## config.mk

```make
export PLATFORM = sky130hd
export DESIGN_NAME = particle_grid_dimensioner
export DESIGN_NICKNAME = d
export VERILOG_FILES = /design/src/design/pgd_pkg.sv /design/src/design/pgd_accum.sv /design/src/design/pgd_div.sv /design/src/design/pgd_seq.sv /design/src/design/particle_grid_dimensioner.sv
export SDC_FILE = /design/constraint.sdc
export NUM_CORES = 2
export LEC_CHECK = 0
export BUFFER_PORTS_ARGS = -buffer_cell sky130_fd_sc_hd__buf_2
export CAP_MARGIN = 20
export CORE_UTILIZATION = 55
export DETAILED_ROUTE_END_ITERATION = 8
export PLACE_DENSITY = 0.72
export SYNTH_ARGS = -nofsm -noshare
export SYNTH_HDL_FRONTEND = slang
export SYNTH_SLANG_ARGS = --single-unit
```

## constraint.sdc

```tcl
create_clock -name clk -period 9.2 [get_ports clk]
set_input_delay 0.92 -clock clk [delete_from_list [all_inputs] [get_ports clk]]
set_output_delay 0.92 -clock clk [all_outputs]
set_load 0.01 [all_outputs]
```

## src/design/pgd_pkg.sv

```systemverilog
// shared types and constants for the particle grid dimensioner
// no dependencies; imported by every module of the block
package pgd_pkg;

  localparam int unsigned MAX_PARTICLES_DEF = 1048576;

  localparam int unsigned ID_W    = 20;
  localparam int unsigned POS_W   = 32;
  localparam int unsigned RAD_W   = 31;
  localparam int unsigned FACT_W  = 16;
  localparam int unsigned CELL_W  = 16;
  localparam int unsigned FRAC_W  = 12;
  localparam int unsigned PROD_W  = FACT_W + RAD_W;
  localparam int unsigned BIN_W   = PROD_W - FRAC_W;
  localparam int unsigned STEP_W  = 4;
  localparam int unsigned CFG_A_W = 1;
  localparam int unsigned CFG_D_W = 20;

  localparam int unsigned IN_DATA_W  = 152;
  localparam int unsigned OUT_DATA_W = 48;

  localparam logic [FACT_W-1:0] BIN_FACTOR_RST   = 16'd5325;
  localparam logic [ID_W-1:0]   MIN_FLUID_ID_RST = 20'd4;
  localparam logic [CELL_W-1:0] CELL_MAX         = 16'hffff;
  localparam logic [CELL_W-1:0] CELL_MIN         = 16'd1;

  localparam logic [CFG_A_W-1:0] REG_BIN_FACTOR   = 1'd0;
  localparam logic [CFG_A_W-1:0] REG_MIN_FLUID_ID = 1'd1;

  typedef struct packed {
    logic signed [POS_W-1:0] lo;
    logic signed [POS_W-1:0] hi;
  } axis_span_t;

  typedef enum logic [2:0] {
    OP_ACCEPT,
    OP_JZ_CNT,
    OP_DIV,
    OP_MUL,
    OP_JZ_BIN,
    OP_EMIT
  } op_t;

  typedef enum logic [1:0] {
    SRC_MEAN,
    SRC_X,
    SRC_Y,
    SRC_Z
  } src_t;

  typedef enum logic [1:0] {
    DST_NONE,
    DST_X,
    DST_Y,
    DST_Z
  } dst_t;

  typedef struct packed {
    op_t              op;
    src_t             src;
    dst_t             dst;
    logic             degen;
    logic [STEP_W-1:0] target;
  } ctrl_t;

endpackage

```

## src/design/pgd_accum.sv

```systemverilog
// per-set accumulator: axis extremes, radius sum and fluid count
// depends on pgd_pkg
module pgd_accum import pgd_pkg::*; #(
  parameter int unsigned MAX_PARTICLES = MAX_PARTICLES_DEF,
  parameter int unsigned CNT_W         = $clog2(MAX_PARTICLES + 1),
  parameter int unsigned SUM_W         = CNT_W + RAD_W
) (
  input  logic                    clk,
  input  logic                    rst_n,
  input  logic                    take,
  input  logic                    clear,
  input  logic [ID_W-1:0]         min_fluid_id,
  input  logic [ID_W-1:0]         particle_id,
  input  logic signed [POS_W-1:0] pos_x,
  input  logic signed [POS_W-1:0] pos_y,
  input  logic signed [POS_W-1:0] pos_z,
  input  logic [RAD_W-1:0]        smoothing_radius,
  output axis_span_t              span_x,
  output axis_span_t              span_y,
  output axis_span_t              span_z,
  output logic [SUM_W-1:0]        radius_total,
  output logic [CNT_W-1:0]        fluid_count
);

  axis_span_t        sx_r, sx_nxt, sy_r, sy_nxt, sz_r, sz_nxt;
  logic [SUM_W-1:0]  sum_r, sum_nxt;
  logic [CNT_W-1:0]  cnt_r, cnt_nxt;
  logic              first_r, first_nxt;
  logic              fluid;

  function automatic axis_span_t widen(axis_span_t s, logic signed [POS_W-1:0] v,
                                       logic seed, logic upd);
    axis_span_t r;
    r = seed ? '{lo: v, hi: v} : s;
    if (upd) begin
      if (v > r.hi) r.hi = v;
      if (v < r.lo) r.lo = v;
    end
    return r;
  endfunction

  assign fluid = particle_id >= min_fluid_id;

  always_comb begin
    sx_nxt    = sx_r;
    sy_nxt    = sy_r;
    sz_nxt    = sz_r;
    sum_nxt   = sum_r;
    cnt_nxt   = cnt_r;
    first_nxt = first_r;
    if (clear) begin
      sx_nxt    = '0;
      sy_nxt    = '0;
      sz_nxt    = '0;
      sum_nxt   = '0;
      cnt_nxt   = '0;
      first_nxt = 1'b1;
    end else if (take) begin
      sx_nxt    = widen(sx_r, pos_x, first_r, fluid);
      sy_nxt    = widen(sy_r, pos_y, first_r, fluid);
      sz_nxt    = widen(sz_r, pos_z, first_r, fluid);
      first_nxt = 1'b0;
      if (fluid && (cnt_r < CNT_W'(MAX_PARTICLES))) begin
        sum_nxt = sum_r + SUM_W'(smoothing_radius);
        cnt_nxt = cnt_r + CNT_W'(1);
      end
    end
  end

  always_ff @(posedge clk) begin
    if (!rst_n) begin
      sx_r    <= '0;
      sy_r    <= '0;
      sz_r    <= '0;
      sum_r   <= '0;
      cnt_r   <= '0;
      first_r <= 1'b1;
    end else begin
      sx_r    <= sx_nxt;
      sy_r    <= sy_nxt;
      sz_r    <= sz_nxt;
      sum_r   <= sum_nxt;
      cnt_r   <= cnt_nxt;
      first_r <= first_nxt;
    end
  end

  assign span_x       = sx_r;
  assign span_y       = sy_r;
  assign span_z       = sz_r;
  assign radius_total = sum_r;
  assign fluid_count  = cnt_r;

endmodule

```

## src/design/pgd_div.sv

```systemverilog
// restoring divider, one quotient bit per cycle
// depends on pgd_pkg
module pgd_div import pgd_pkg::*; #(
  parameter int unsigned DVD_W = 52
) (
  input  logic             clk,
  input  logic             rst_n,
  input  logic             start,
  input  logic [DVD_W-1:0] dividend,
  input  logic [BIN_W-1:0] divisor,
  output logic             done,
  output logic [DVD_W-1:0] quotient
);

  localparam int unsigned CNT_W = $clog2(DVD_W + 1);

  logic [DVD_W-1:0] quo_r, quo_nxt;
  logic [BIN_W-1:0] rem_r, rem_nxt;
  logic [BIN_W-1:0] dvs_r, dvs_nxt;
  logic [CNT_W-1:0] cnt_r, cnt_nxt;
  logic             run_r, run_nxt;
  logic             done_r, done_nxt;
  logic [BIN_W:0]   trial;
  logic [BIN_W:0]   diff;

  assign trial = {rem_r, quo_r[DVD_W-1]};
  assign diff  = trial - {1'b0, dvs_r};

  always_comb begin
    quo_nxt  = quo_r;
    rem_nxt  = rem_r;
    dvs_nxt  = dvs_r;
    cnt_nxt  = cnt_r;
    run_nxt  = run_r;
    done_nxt = 1'b0;
    if (start) begin
      quo_nxt = dividend;
      rem_nxt = '0;
      dvs_nxt = divisor;
      cnt_nxt = CNT_W'(DVD_W);
      run_nxt = 1'b1;
    end else if (run_r) begin
      if (!diff[BIN_W]) begin
        rem_nxt = diff[BIN_W-1:0];
        quo_nxt = {quo_r[DVD_W-2:0], 1'b1};
      end else begin
        rem_nxt = trial[BIN_W-1:0];
        quo_nxt = {quo_r[DVD_W-2:0], 1'b0};
      end
      cnt_nxt = cnt_r - CNT_W'(1);
      if (cnt_r == CNT_W'(1)) begin
        run_nxt  = 1'b0;
        done_nxt = 1'b1;
      end
    end
  end

  always_ff @(posedge clk) begin
    if (!rst_n) begin
      run_r  <= 1'b0;
      done_r <= 1'b0;
      cnt_r  <= '0;
    end else begin
      run_r  <= run_nxt;
      done_r <= done_nxt;
      cnt_r  <= cnt_nxt;
    end
    quo_r <= quo_nxt;
    rem_r <= rem_nxt;
    dvs_r <= dvs_nxt;
  end

  assign done     = done_r;
  assign quotient = quo_r;

endmodule

```

## src/design/pgd_seq.sv

```systemverilog
// microcoded sequencer: program rom, step counter, bin and cell datapath, result register
// depends on pgd_pkg; drives pgd_div and clears pgd_accum
module pgd_seq import pgd_pkg::*; #(
  parameter int unsigned CNT_W = 21,
  parameter int unsigned SUM_W = CNT_W + RAD_W
) (
  input  logic              clk,
  input  logic              rst_n,
  input  logic              in_take,
  input  logic              in_last,
  output logic              in_ready,
  output logic              acc_clear,
  input  axis_span_t        span_x,
  input  axis_span_t        span_y,
  input  axis_span_t        span_z,
  input  logic [SUM_W-1:0]  radius_total,
  input  logic [CNT_W-1:0]  fluid_count,
  input  logic [FACT_W-1:0] bin_factor,
  output logic              div_start,
  output logic [SUM_W-1:0]  div_dividend,
  output logic [BIN_W-1:0]  div_divisor,
  input  logic              div_done,
  input  logic [SUM_W-1:0]  div_quotient,
  output logic              out_valid,
  input  logic              out_ready,
  output logic [CELL_W-1:0] cells_x,
  output logic [CELL_W-1:0] cells_y,
  output logic [CELL_W-1:0] cells_z,
  output logic              degenerate
);

  localparam logic [STEP_W-1:0] L_ACCEPT = 4'd0;
  localparam logic [STEP_W-1:0] L_DEGEN  = 4'd9;

  function automatic ctrl_t rom(logic [STEP_W-1:0] s);
    ctrl_t c;
    c = '{op: OP_ACCEPT, src: SRC_MEAN, dst: DST_NONE, degen: 1'b0, target: L_ACCEPT};
    unique case (s)
      4'd0: c.op = OP_ACCEPT;
      4'd1: begin
        c.op     = OP_JZ_CNT;
        c.target = L_DEGEN;
      end
      4'd2: c.op = OP_DIV;
      4'd3: c.op = OP_MUL;
      4'd4: begin
        c.op     = OP_JZ_BIN;
        c.target = L_DEGEN;
      end
      4'd5: begin
        c.op  = OP_DIV;
        c.src = SRC_X;
        c.dst = DST_X;
      end
      4'd6: begin
        c.op  = OP_DIV;
        c.src = SRC_Y;
        c.dst = DST_Y;
      end
      4'd7: begin
        c.op  = OP_DIV;
        c.src = SRC_Z;
        c.dst = DST_Z;
      end
      4'd8: c.op = OP_EMIT;
      4'd9: begin
        c.op    = OP_EMIT;
        c.degen = 1'b1;
      end
      default: c.op = OP_ACCEPT;
    endcase
    return c;
  endfunction

  function automatic logic [POS_W-1:0] width_of(axis_span_t s);
    logic signed [POS_W:0] d;
    d = {s.hi[POS_W-1], s.hi} - {s.lo[POS_W-1], s.lo};
    return d[POS_W-1:0];
  endfunction

  function automatic logic [CELL_W-1:0] clamp(logic [SUM_W-1:0] q);
    if (|q[SUM_W-1:CELL_W]) return CELL_MAX;
    if (q[CELL_W-1:0] == '0) return CELL_MIN;
    return q[CELL_W-1:0];
  endfunction

  ctrl_t             cw;
  logic [STEP_W-1:0] step_r, step_nxt;
  logic              busy_r, busy_nxt;
  logic [BIN_W-1:0]  bin_r, bin_nxt;
  logic [CELL_W-1:0] cx_r, cx_nxt, cy_r, cy_nxt, cz_r, cz_nxt;
  logic              ov_r, ov_nxt;
  logic [CELL_W-1:0] ox_r, ox_nxt, oy_r, oy_nxt, oz_r, oz_nxt;
  logic              od_r, od_nxt;
  logic [PROD_W-1:0] prod;
  logic              slot_free;

  assign cw        = rom(step_r);
  assign slot_free = !ov_r || out_ready;
  assign prod      = {{RAD_W{1'b0}}, bin_factor} * {{FACT_W{1'b0}}, div_quotient[RAD_W-1:0]};

  always_comb begin
    case (cw.src)
      SRC_X:   div_dividend = SUM_W'(width_of(span_x));
      SRC_Y:   div_dividend = SUM_W'(width_of(span_y));
      SRC_Z:   div_dividend = SUM_W'(width_of(span_z));
      default: div_dividend = radius_total;
    endcase
    div_divisor = (cw.src == SRC_MEAN) ? BIN_W'(fluid_count) : bin_r;
  end

  always_comb begin
    step_nxt  = step_r;
    busy_nxt  = busy_r;
    bin_nxt   = bin_r;
    cx_nxt    = cx_r;
    cy_nxt    = cy_r;
    cz_nxt    = cz_r;
    ov_nxt    = ov_r && !out_ready;
    ox_nxt    = ox_r;
    oy_nxt    = oy_r;
    oz_nxt    = oz_r;
    od_nxt    = od_r;
    in_ready  = 1'b0;
    acc_clear = 1'b0;
    div_start = 1'b0;
    unique case (cw.op)
      OP_ACCEPT: begin
        in_ready = 1'b1;
        if (in_take && in_last) step_nxt = step_r + STEP_W'(1);
      end
      OP_JZ_CNT: begin
        step_nxt = (fluid_count == '0) ? cw.target : step_r + STEP_W'(1);
      end
      OP_DIV: begin
        if (!busy_r) begin
          div_start = 1'b1;
          busy_nxt  = 1'b1;
        end else if (div_done) begin
          busy_nxt = 1'b0;
          step_nxt = step_r + STEP_W'(1);
          case (cw.dst)
            DST_X:   cx_nxt = clamp(div_quotient);
            DST_Y:   cy_nxt = clamp(div_quotient);
            DST_Z:   cz_nxt = clamp(div_quotient);
            default: ;
          endcase
        end
      end
      OP_MUL: begin
        bin_nxt  = prod[PROD_W-1:FRAC_W];
        step_nxt = step_r + STEP_W'(1);
      end
      OP_JZ_BIN: begin
        step_nxt = (bin_r == '0) ? cw.target : step_r + STEP_W'(1);
      end
      OP_EMIT: begin
        if (slot_free) begin
          ov_nxt    = 1'b1;
          ox_nxt    = cw.degen ? CELL_MIN : cx_r;
          oy_nxt    = cw.degen ? CELL_MIN : cy_r;
          oz_nxt    = cw.degen ? CELL_MIN : cz_r;
          od_nxt    = cw.degen;
          acc_clear = 1'b1;
          step_nxt  = cw.target;
        end
      end
      default: step_nxt = L_ACCEPT;
    endcase
  end

  always_ff @(posedge clk) begin
    if (!rst_n) begin
      step_r <= L_ACCEPT;
      busy_r <= 1'b0;
      ov_r   <= 1'b0;
    end else begin
      step_r <= step_nxt;
      busy_r <= busy_nxt;
      ov_r   <= ov_nxt;
    end
    bin_r <= bin_nxt;
    cx_r  <= cx_nxt;
    cy_r  <= cy_nxt;
    cz_r  <= cz_nxt;
    ox_r  <= ox_nxt;
    oy_r  <= oy_nxt;
    oz_r  <= oz_nxt;
    od_r  <= od_nxt;
  end

  assign out_valid  = ov_r;
  assign cells_x    = ox_r;
  assign cells_y    = oy_r;
  assign cells_z    = oz_r;
  assign degenerate = od_r;

endmodule

```

## src/design/particle_grid_dimensioner.sv

```systemverilog
// particle grid dimensioner: sizes a uniform 3-d search grid from a particle set
// usage: in_ carries one particle per transfer, in_tlast marks the last particle of a set;
// out_ carries one result per set: cells per axis in tdata, the degenerate flag in tuser.
// cfg_ writes bin_factor (index 0, unsigned q4.12) and min_fluid_id (index 1) only while
// idle: the user must keep to this, the block does not enforce it. loading takes one
// particle per cycle while in_tready is high; each accepted fluid particle updates axis
// extremes (seeded by the first particle), radius sum and fluid count in the same cycle.
// after the last particle a small microprogram runs one shared 1-bit-per-cycle divider up
// to four times (mean radius, then x, y, z cell counts), dividend width SUM_W =
// clog2(MAX_PARTICLES+1) + 31; a set with no fluid particle skips the divider and one with
// a zero bin size stops after the mean radius. in_tready is low while the program runs.
// the result sits in an output register: the next set loads while it waits for
// out_tready, and a stalled receiver holds the block only when a second result is ready.
// reset (rst_n low, synchronous) restores the register defaults, empties the set
// and drops out_tvalid.
// depends on pgd_pkg, pgd_accum, pgd_div, pgd_seq
module particle_grid_dimensioner import pgd_pkg::*; #(
  parameter int unsigned MAX_PARTICLES = MAX_PARTICLES_DEF
) (
  input  logic                  clk,
  input  logic                  rst_n,
  input  logic                  in_tvalid,
  output logic                  in_tready,
  // particle_id[19:0], pos_x[51:20], pos_y[83:52], pos_z[115:84],
  // smoothing_radius[146:116], zero pad
  input  logic [IN_DATA_W-1:0]  in_tdata,
  input  logic                  in_tlast,
  output logic                  out_tvalid,
  input  logic                  out_tready,
  // cells_x[15:0], cells_y[31:16], cells_z[47:32]
  output logic [OUT_DATA_W-1:0] out_tdata,
  // degenerate[0]
  output logic                  out_tuser,
  input  logic                  cfg_we,
  input  logic [CFG_A_W-1:0]    cfg_addr,
  input  logic [CFG_D_W-1:0]    cfg_wdata
);

  localparam int unsigned CNT_W = $clog2(MAX_PARTICLES + 1);
  localparam int unsigned SUM_W = CNT_W + RAD_W;

  logic [FACT_W-1:0] bin_factor_r, bin_factor_nxt;
  logic [ID_W-1:0]   min_fluid_id_r, min_fluid_id_nxt;

  logic              take;
  logic              acc_clear;
  axis_span_t        span_x, span_y, span_z;
  logic [SUM_W-1:0]  radius_total;
  logic [CNT_W-1:0]  fluid_count;
  logic              div_start, div_done;
  logic [SUM_W-1:0]  div_dividend, div_quotient;
  logic [BIN_W-1:0]  div_divisor;
  logic [CELL_W-1:0] cells_x, cells_y, cells_z;

  always_comb begin
    bin_factor_nxt   = bin_factor_r;
    min_fluid_id_nxt = min_fluid_id_r;
    if (cfg_we) begin
      case (cfg_addr)
        REG_BIN_FACTOR:   bin_factor_nxt   = cfg_wdata[FACT_W-1:0];
        REG_MIN_FLUID_ID: min_fluid_id_nxt = cfg_wdata[ID_W-1:0];
        default: ;
      endcase
    end
  end

  always_ff @(posedge clk) begin
    if (!rst_n) begin
      bin_factor_r   <= BIN_FACTOR_RST;
      min_fluid_id_r <= MIN_FLUID_ID_RST;
    end else begin
      bin_factor_r   <= bin_factor_nxt;
      min_fluid_id_r <= min_fluid_id_nxt;
    end
  end

  assign take = in_tvalid && in_tready;

  pgd_accum #(
    .MAX_PARTICLES(MAX_PARTICLES),
    .CNT_W        (CNT_W),
    .SUM_W        (SUM_W)
  ) u_accum (
    .clk             (clk),
    .rst_n           (rst_n),
    .take            (take),
    .clear           (acc_clear),
    .min_fluid_id    (min_fluid_id_r),
    .particle_id     (in_tdata[19:0]),
    .pos_x           (in_tdata[51:20]),
    .pos_y           (in_tdata[83:52]),
    .pos_z           (in_tdata[115:84]),
    .smoothing_radius(in_tdata[146:116]),
    .span_x          (span_x),
    .span_y          (span_y),
    .span_z          (span_z),
    .radius_total    (radius_total),
    .fluid_count     (fluid_count)
  );

  pgd_div #(
    .DVD_W(SUM_W)
  ) u_div (
    .clk     (clk),
    .rst_n   (rst_n),
    .start   (div_start),
    .dividend(div_dividend),
    .divisor (div_divisor),
    .done    (div_done),
    .quotient(div_quotient)
  );

  pgd_seq #(
    .CNT_W(CNT_W),
    .SUM_W(SUM_W)
  ) u_seq (
    .clk         (clk),
    .rst_n       (rst_n),
    .in_take     (take),
    .in_last     (in_tlast),
    .in_ready    (in_tready),
    .acc_clear   (acc_clear),
    .span_x      (span_x),
    .span_y      (span_y),
    .span_z      (span_z),
    .radius_total(radius_total),
    .fluid_count (fluid_count),
    .bin_factor  (bin_factor_r),
    .div_start   (div_start),
    .div_dividend(div_dividend),
    .div_divisor (div_divisor),
    .div_done    (div_done),
    .div_quotient(div_quotient),
    .out_valid   (out_tvalid),
    .out_ready   (out_tready),
    .cells_x     (cells_x),
    .cells_y     (cells_y),
    .cells_z     (cells_z),
    .degenerate  (out_tuser)
  );

  assign out_tdata = {cells_z, cells_y, cells_x};

endmodule
```

==> results.txt <==
----------------------------------------------------
[Critical path]
  FF-to-FF setup slack ... 1.31 ns
  Critical Path Sink Type ... flop
  Data arrival time of the worst path ... just over 8 ns
  R2R depth ... 23
  CP startpoint kind ... flop
  Capturing point of the worst reg2reg path ... u_seq.bin_r[21]$_DFFE_PP_
  Endpoint required time on the critical path ... 9.56 ns
  Critical path fanouts, max ... 19
  Kind of critical path ... reg2reg
  Critical R2R Launch ... u_div.quotient[7]$_DFFE_PP_

[Timing]
  Unrepaired setup endpoints after global routing ... no
  Slew at the pin closest to its max-slew limit ... 1.11 ns
  Maximum clock skew at final layout ... approximately 0.028 ns
  Final count of pins violating max slew ... 0
  Final sum of negative setup slack ... 0 ns
  Worst slew margin ... between 20% and 30%
  Final Critical Period ... just under 8 ns
  Number of hold violations in the final report ... 0
  Number of endpoints failing setup at the final stage ... 0
  Share of the cycle needed by the critical path after routing ... between 80 and 90%
  Fmax ... between 0.1 and 0.15 GHz

[Global route]
  Initial antenna violation count ... 7
  Tot GR Track Use ... between 20% and 30%
  GRT Residual Overflow ... 0
  Vias in the first global route ... between 40000 and 50000
  Global-route wire length before repair ... roughly 220 mm
  Maximum number of pins on one net before global-route repair ... between 80 and 90

[Drt]
  Violation count after the first detailed-route iteration ... slightly above 3000
  Number of search-and-repair iterations in the first detailed-routing pass ... 7
  Drt total wl ... ~140 mm
  DRT antenna net count ... 0
  Routed vias ... 42300
  Routed wirelength normalized by instance count ... roughly 20 um
  Average vias per placed instance ... approximately 5.8
  Number of remaining DRC errors ... 0

[Clocking]
  Maximum clock insertion buffer count ... 3
  Post-CTS setup buffer count ... 0
  Number of gates resized after CTS ... 0
  Clock tree root buffer cell ... sky130_fd_sc_hd__clkbuf_16
  TritonCTS Buffers ... 68
  Number of buffers inserted by hold repair at cts ... 0
  Clk slew on worst S/H paths ... 0.06 ns
  Worst skew pair latency ... between 0.6 and 0.7 ns
  TritonCTS clock tree ... built
  Num Clock Sinks ... 570
  Number of H-tree branching levels ... 3

[Flow run]
  Number of maximum-capacitance violations ... 0

[Finish]
  Synthesis-to-finish area growth ... 9.04%
  Number of fillers in the final layout ... just over 8000
  Share of cells above drive strength 1 ... under 10%
  Final #Nets ... 7026

[Die]
  Initial core utilization ... a little under three fifths
  Overall die width ... 309 um
  Core area ... about 93000 um^2
  Number of cell rows ... 112
  Number of top-level design ports ... 230
  Die area ... around 96000 um^2
  Die Height ... ~300 um

[Synth]
  Sequential-to-total area share from yosys stat ... 26.2%
  Synthesized net count ... around 6900
  Combined area of all synthesized cells ... 51900 um^2
  Top flip-flop cell by instance count after synthesis ... sky130_fd_sc_hd__dfxtp_1
  Mapped Avg Cell Area ... 8.85 um^2
  Seq cells post-synth ... 570
  Count of mapped cells out of synthesis ... 5870
  Number of distinct library cell variants in the gate-level netlist after synthesis ... 82
  Post-synthesis async set-or-reset flop share ... 0%
  Number of synthesis warnings ... 0
  Count of flip-flops with a built-in enable after synthesis ... approximately 220

[Placement]
  HPWL after detailed placement ... roughly 110 mm
  Placer Congestion ... roughly 0.95
  Count of buffers inserted at the top-level ports ... about 220

[Worst hold path]
  Worst hold path class ... reg2reg
  Startpoint of the worst hold path ... min_fluid_id_r[18]$_SDFFE_PN0P_
  Worst hold path endpoint ... min_fluid_id_r[18]$_SDFFE_PN0P_
  Number of cells traversed by the worst hold path ... 2

[Outcome]
  Outcome ... completed

----------------------------------------------------
synth_stat cells (123+ instances only):
master / instances / share of area, %
sky130_fd_sc_hd__ha_1: 492 / 12
sky130_fd_sc_hd__inv_1: 659 / 4.8
sky130_fd_sc_hd__nand3_1: 147 / 1.4
sky130_fd_sc_hd__a21o_1: 138 / 2.0
sky130_fd_sc_hd__nor2_1: 364 / 2.6
sky130_fd_sc_hd__mux2i_1: 320 / 6.2
sky130_fd_sc_hd__o21ai_0: 208 / 2.0
sky130_fd_sc_hd__dfxtp_1: 351 / 14
sky130_fd_sc_hd__and2_1: 257 / 3.1
sky130_fd_sc_hd__edfxtp_1: 219 / 13
sky130_fd_sc_hd__nand2_1: 786 / 5.7
sky130_fd_sc_hd__a21oi_1: 315 / 3.0
sky130_fd_sc_hd__fa_1: 408 / 16
sky130_fd_sc_hd__xnor2_1: 123 / 2.1
sky130_fd_sc_hd__clkbuf_1: 237 / 1.7
logic make-up (layout without fill, tap and decap cells):
logic type / count (synthesis) / in the layout / share of synthesized area [%]
buf+inv: 947 / 1077 / 7.00
mux: 321 / 321 / 6.19
other cells: 0 / 7 / 0
flops: 570 / 570 / 26.2
simple gates: 1907 / 1907 / 17.1
xor+xnor: 198 / 198 / 3.34
compound gates: 1027 / 1027 / 12.6
fa+ha+maj: 900 / 900 / 27.6
registers in the layout, summed over array words and instances, names as in the netlist, 16 cells and up:
name / count
u_accum.span_x: 64
u_accum.span_y: 64
u_accum.span_z: 64
u_accum.radius_total: 52
u_div.quotient: 52
u_div.dvs_r: 35
u_div.rem_r: 35
u_seq.bin_r: 35
u_accum.fluid_count: 21
min_fluid_id_r: 20
bin_factor_r: 16
u_seq.cells_x: 16
u_seq.cells_y: 16
u_seq.cells_z: 16
u_seq.cx_r: 16
u_seq.cy_r: 16
u_seq.cz_r: 16
area by class of cell:
cell class / instances / area (um^2) / share of cell area (%)
multi-input combinational: 4353 / 34800 / 61.5
antenna: 7 / 17.5 / 0.0309
sequential: 570 / 13600 / 24.0
inverter: 659 / 2470 / 4.37
clock buffer: 95 / 2030 / 3.58
tap: 1254 / 1570 / 2.77
timing repair buffer: 295 / 1700 / 3.01
clock inverter: 28 / 417 / 0.736
metrics by stage:
step / setup slack, ns / hold WS [ns] / cell area [um^2] / cells / utilization, %
after global placement: 1.49 / 0.445 / 54100 / 7128 / 57.9
after floorplan: 2.49 / 0.436 / 51900 / 5870 / -
final: 1.31 / 0.453 / 56600 / 7261 / 60.6
after global routing: 0.888 / 0.480 / 56600 / 7256 / 60.6
after CTS: 1.38 / 0.457 / 56500 / 7251 / 60.5
after detailed placement: 1.37 / 0.449 / 54100 / 7128 / 57.9
critical path, cell delays in order (launching register included):
cell and delay [ns]:
sky130_fd_sc_hd__edfxtp_1 0.99, sky130_fd_sc_hd__nand2_1 0.20, sky130_fd_sc_hd__fa_1 0.58, sky130_fd_sc_hd__inv_1 0.07
sky130_fd_sc_hd__fa_1 0.51, sky130_fd_sc_hd__inv_1 0.06, sky130_fd_sc_hd__fa_1 0.52, sky130_fd_sc_hd__inv_1 0.05
sky130_fd_sc_hd__fa_1 0.45, sky130_fd_sc_hd__fa_1 0.49, sky130_fd_sc_hd__inv_1 0.06, sky130_fd_sc_hd__fa_1 0.53
sky130_fd_sc_hd__inv_1 0.04, sky130_fd_sc_hd__ha_1 0.32, sky130_fd_sc_hd__nand2_1 0.06, sky130_fd_sc_hd__a21boi_0 0.37
sky130_fd_sc_hd__nor2_1 0.09, sky130_fd_sc_hd__or3b_2 0.52, sky130_fd_sc_hd__a211oi_1 0.26, sky130_fd_sc_hd__nor2_1 0.13
sky130_fd_sc_hd__o21ai_0 0.41, sky130_fd_sc_hd__a21oi_1 0.17, sky130_fd_sc_hd__a311oi_1 0.54, sky130_fd_sc_hd__xor2_1 0.15
placed cells by master, fill, tap and decap left out, drive strengths merged, types with 64 or more instances in the layout:
master	instances
nand2	786
inv	661
ha	492
fa	408
nor2	365
dfxtp	351
mux2i	320
a21oi	315
buf	295
and2	257
edfxtp	219
o21ai	218
nand3	147
a21o	138
xnor2	123
clkbuf	95
xor2	75
nand4	64
metal layers:
| layer | part of all wire [%] | global-route usage, % |
|---|---|---|
| met5 | 0.018 | 0 |
| met4 | 4.9 | 13.7 |
| met3 | 7.1 | 5.79 |
| met2 | 47 | 50.3 |
| met1 | 41 | 37.2 |
how the worst max path moves through the flow:
| stage | from | to | slack (ns) | cells past startpoint |
|---|---|---|---|---|
| final | u_div.quotient[7]$_DFFE_PP_ | u_seq.bin_r[21]$_DFFE_PP_ | 1.31 | 23 |
| after global routing | u_div.quotient[7]$_DFFE_PP_ | u_seq.bin_r[33]$_DFFE_PP_ | 0.89 | 24 |
| after CTS | u_div.quotient[7]$_DFFE_PP_ | u_seq.bin_r[21]$_DFFE_PP_ | 1.38 | 23 |
| after detailed placement | u_div.quotient[11]$_DFFE_PP_ | u_seq.bin_r[21]$_DFFE_PP_ | 1.37 | 21 |
| after global placement | u_div.quotient[7]$_DFFE_PP_ | u_seq.bin_r[33]$_DFFE_PP_ | 1.49 | 24 |
| after floorplan | u_div.quotient[7]$_DFFE_PP_ | u_seq.bin_r[33]$_DFFE_PP_ | 2.49 | 26 |
Power is left out: the tool's default activity adds up to more than one toggle a clock period on the data nets, which glitch-free logic cannot reach.
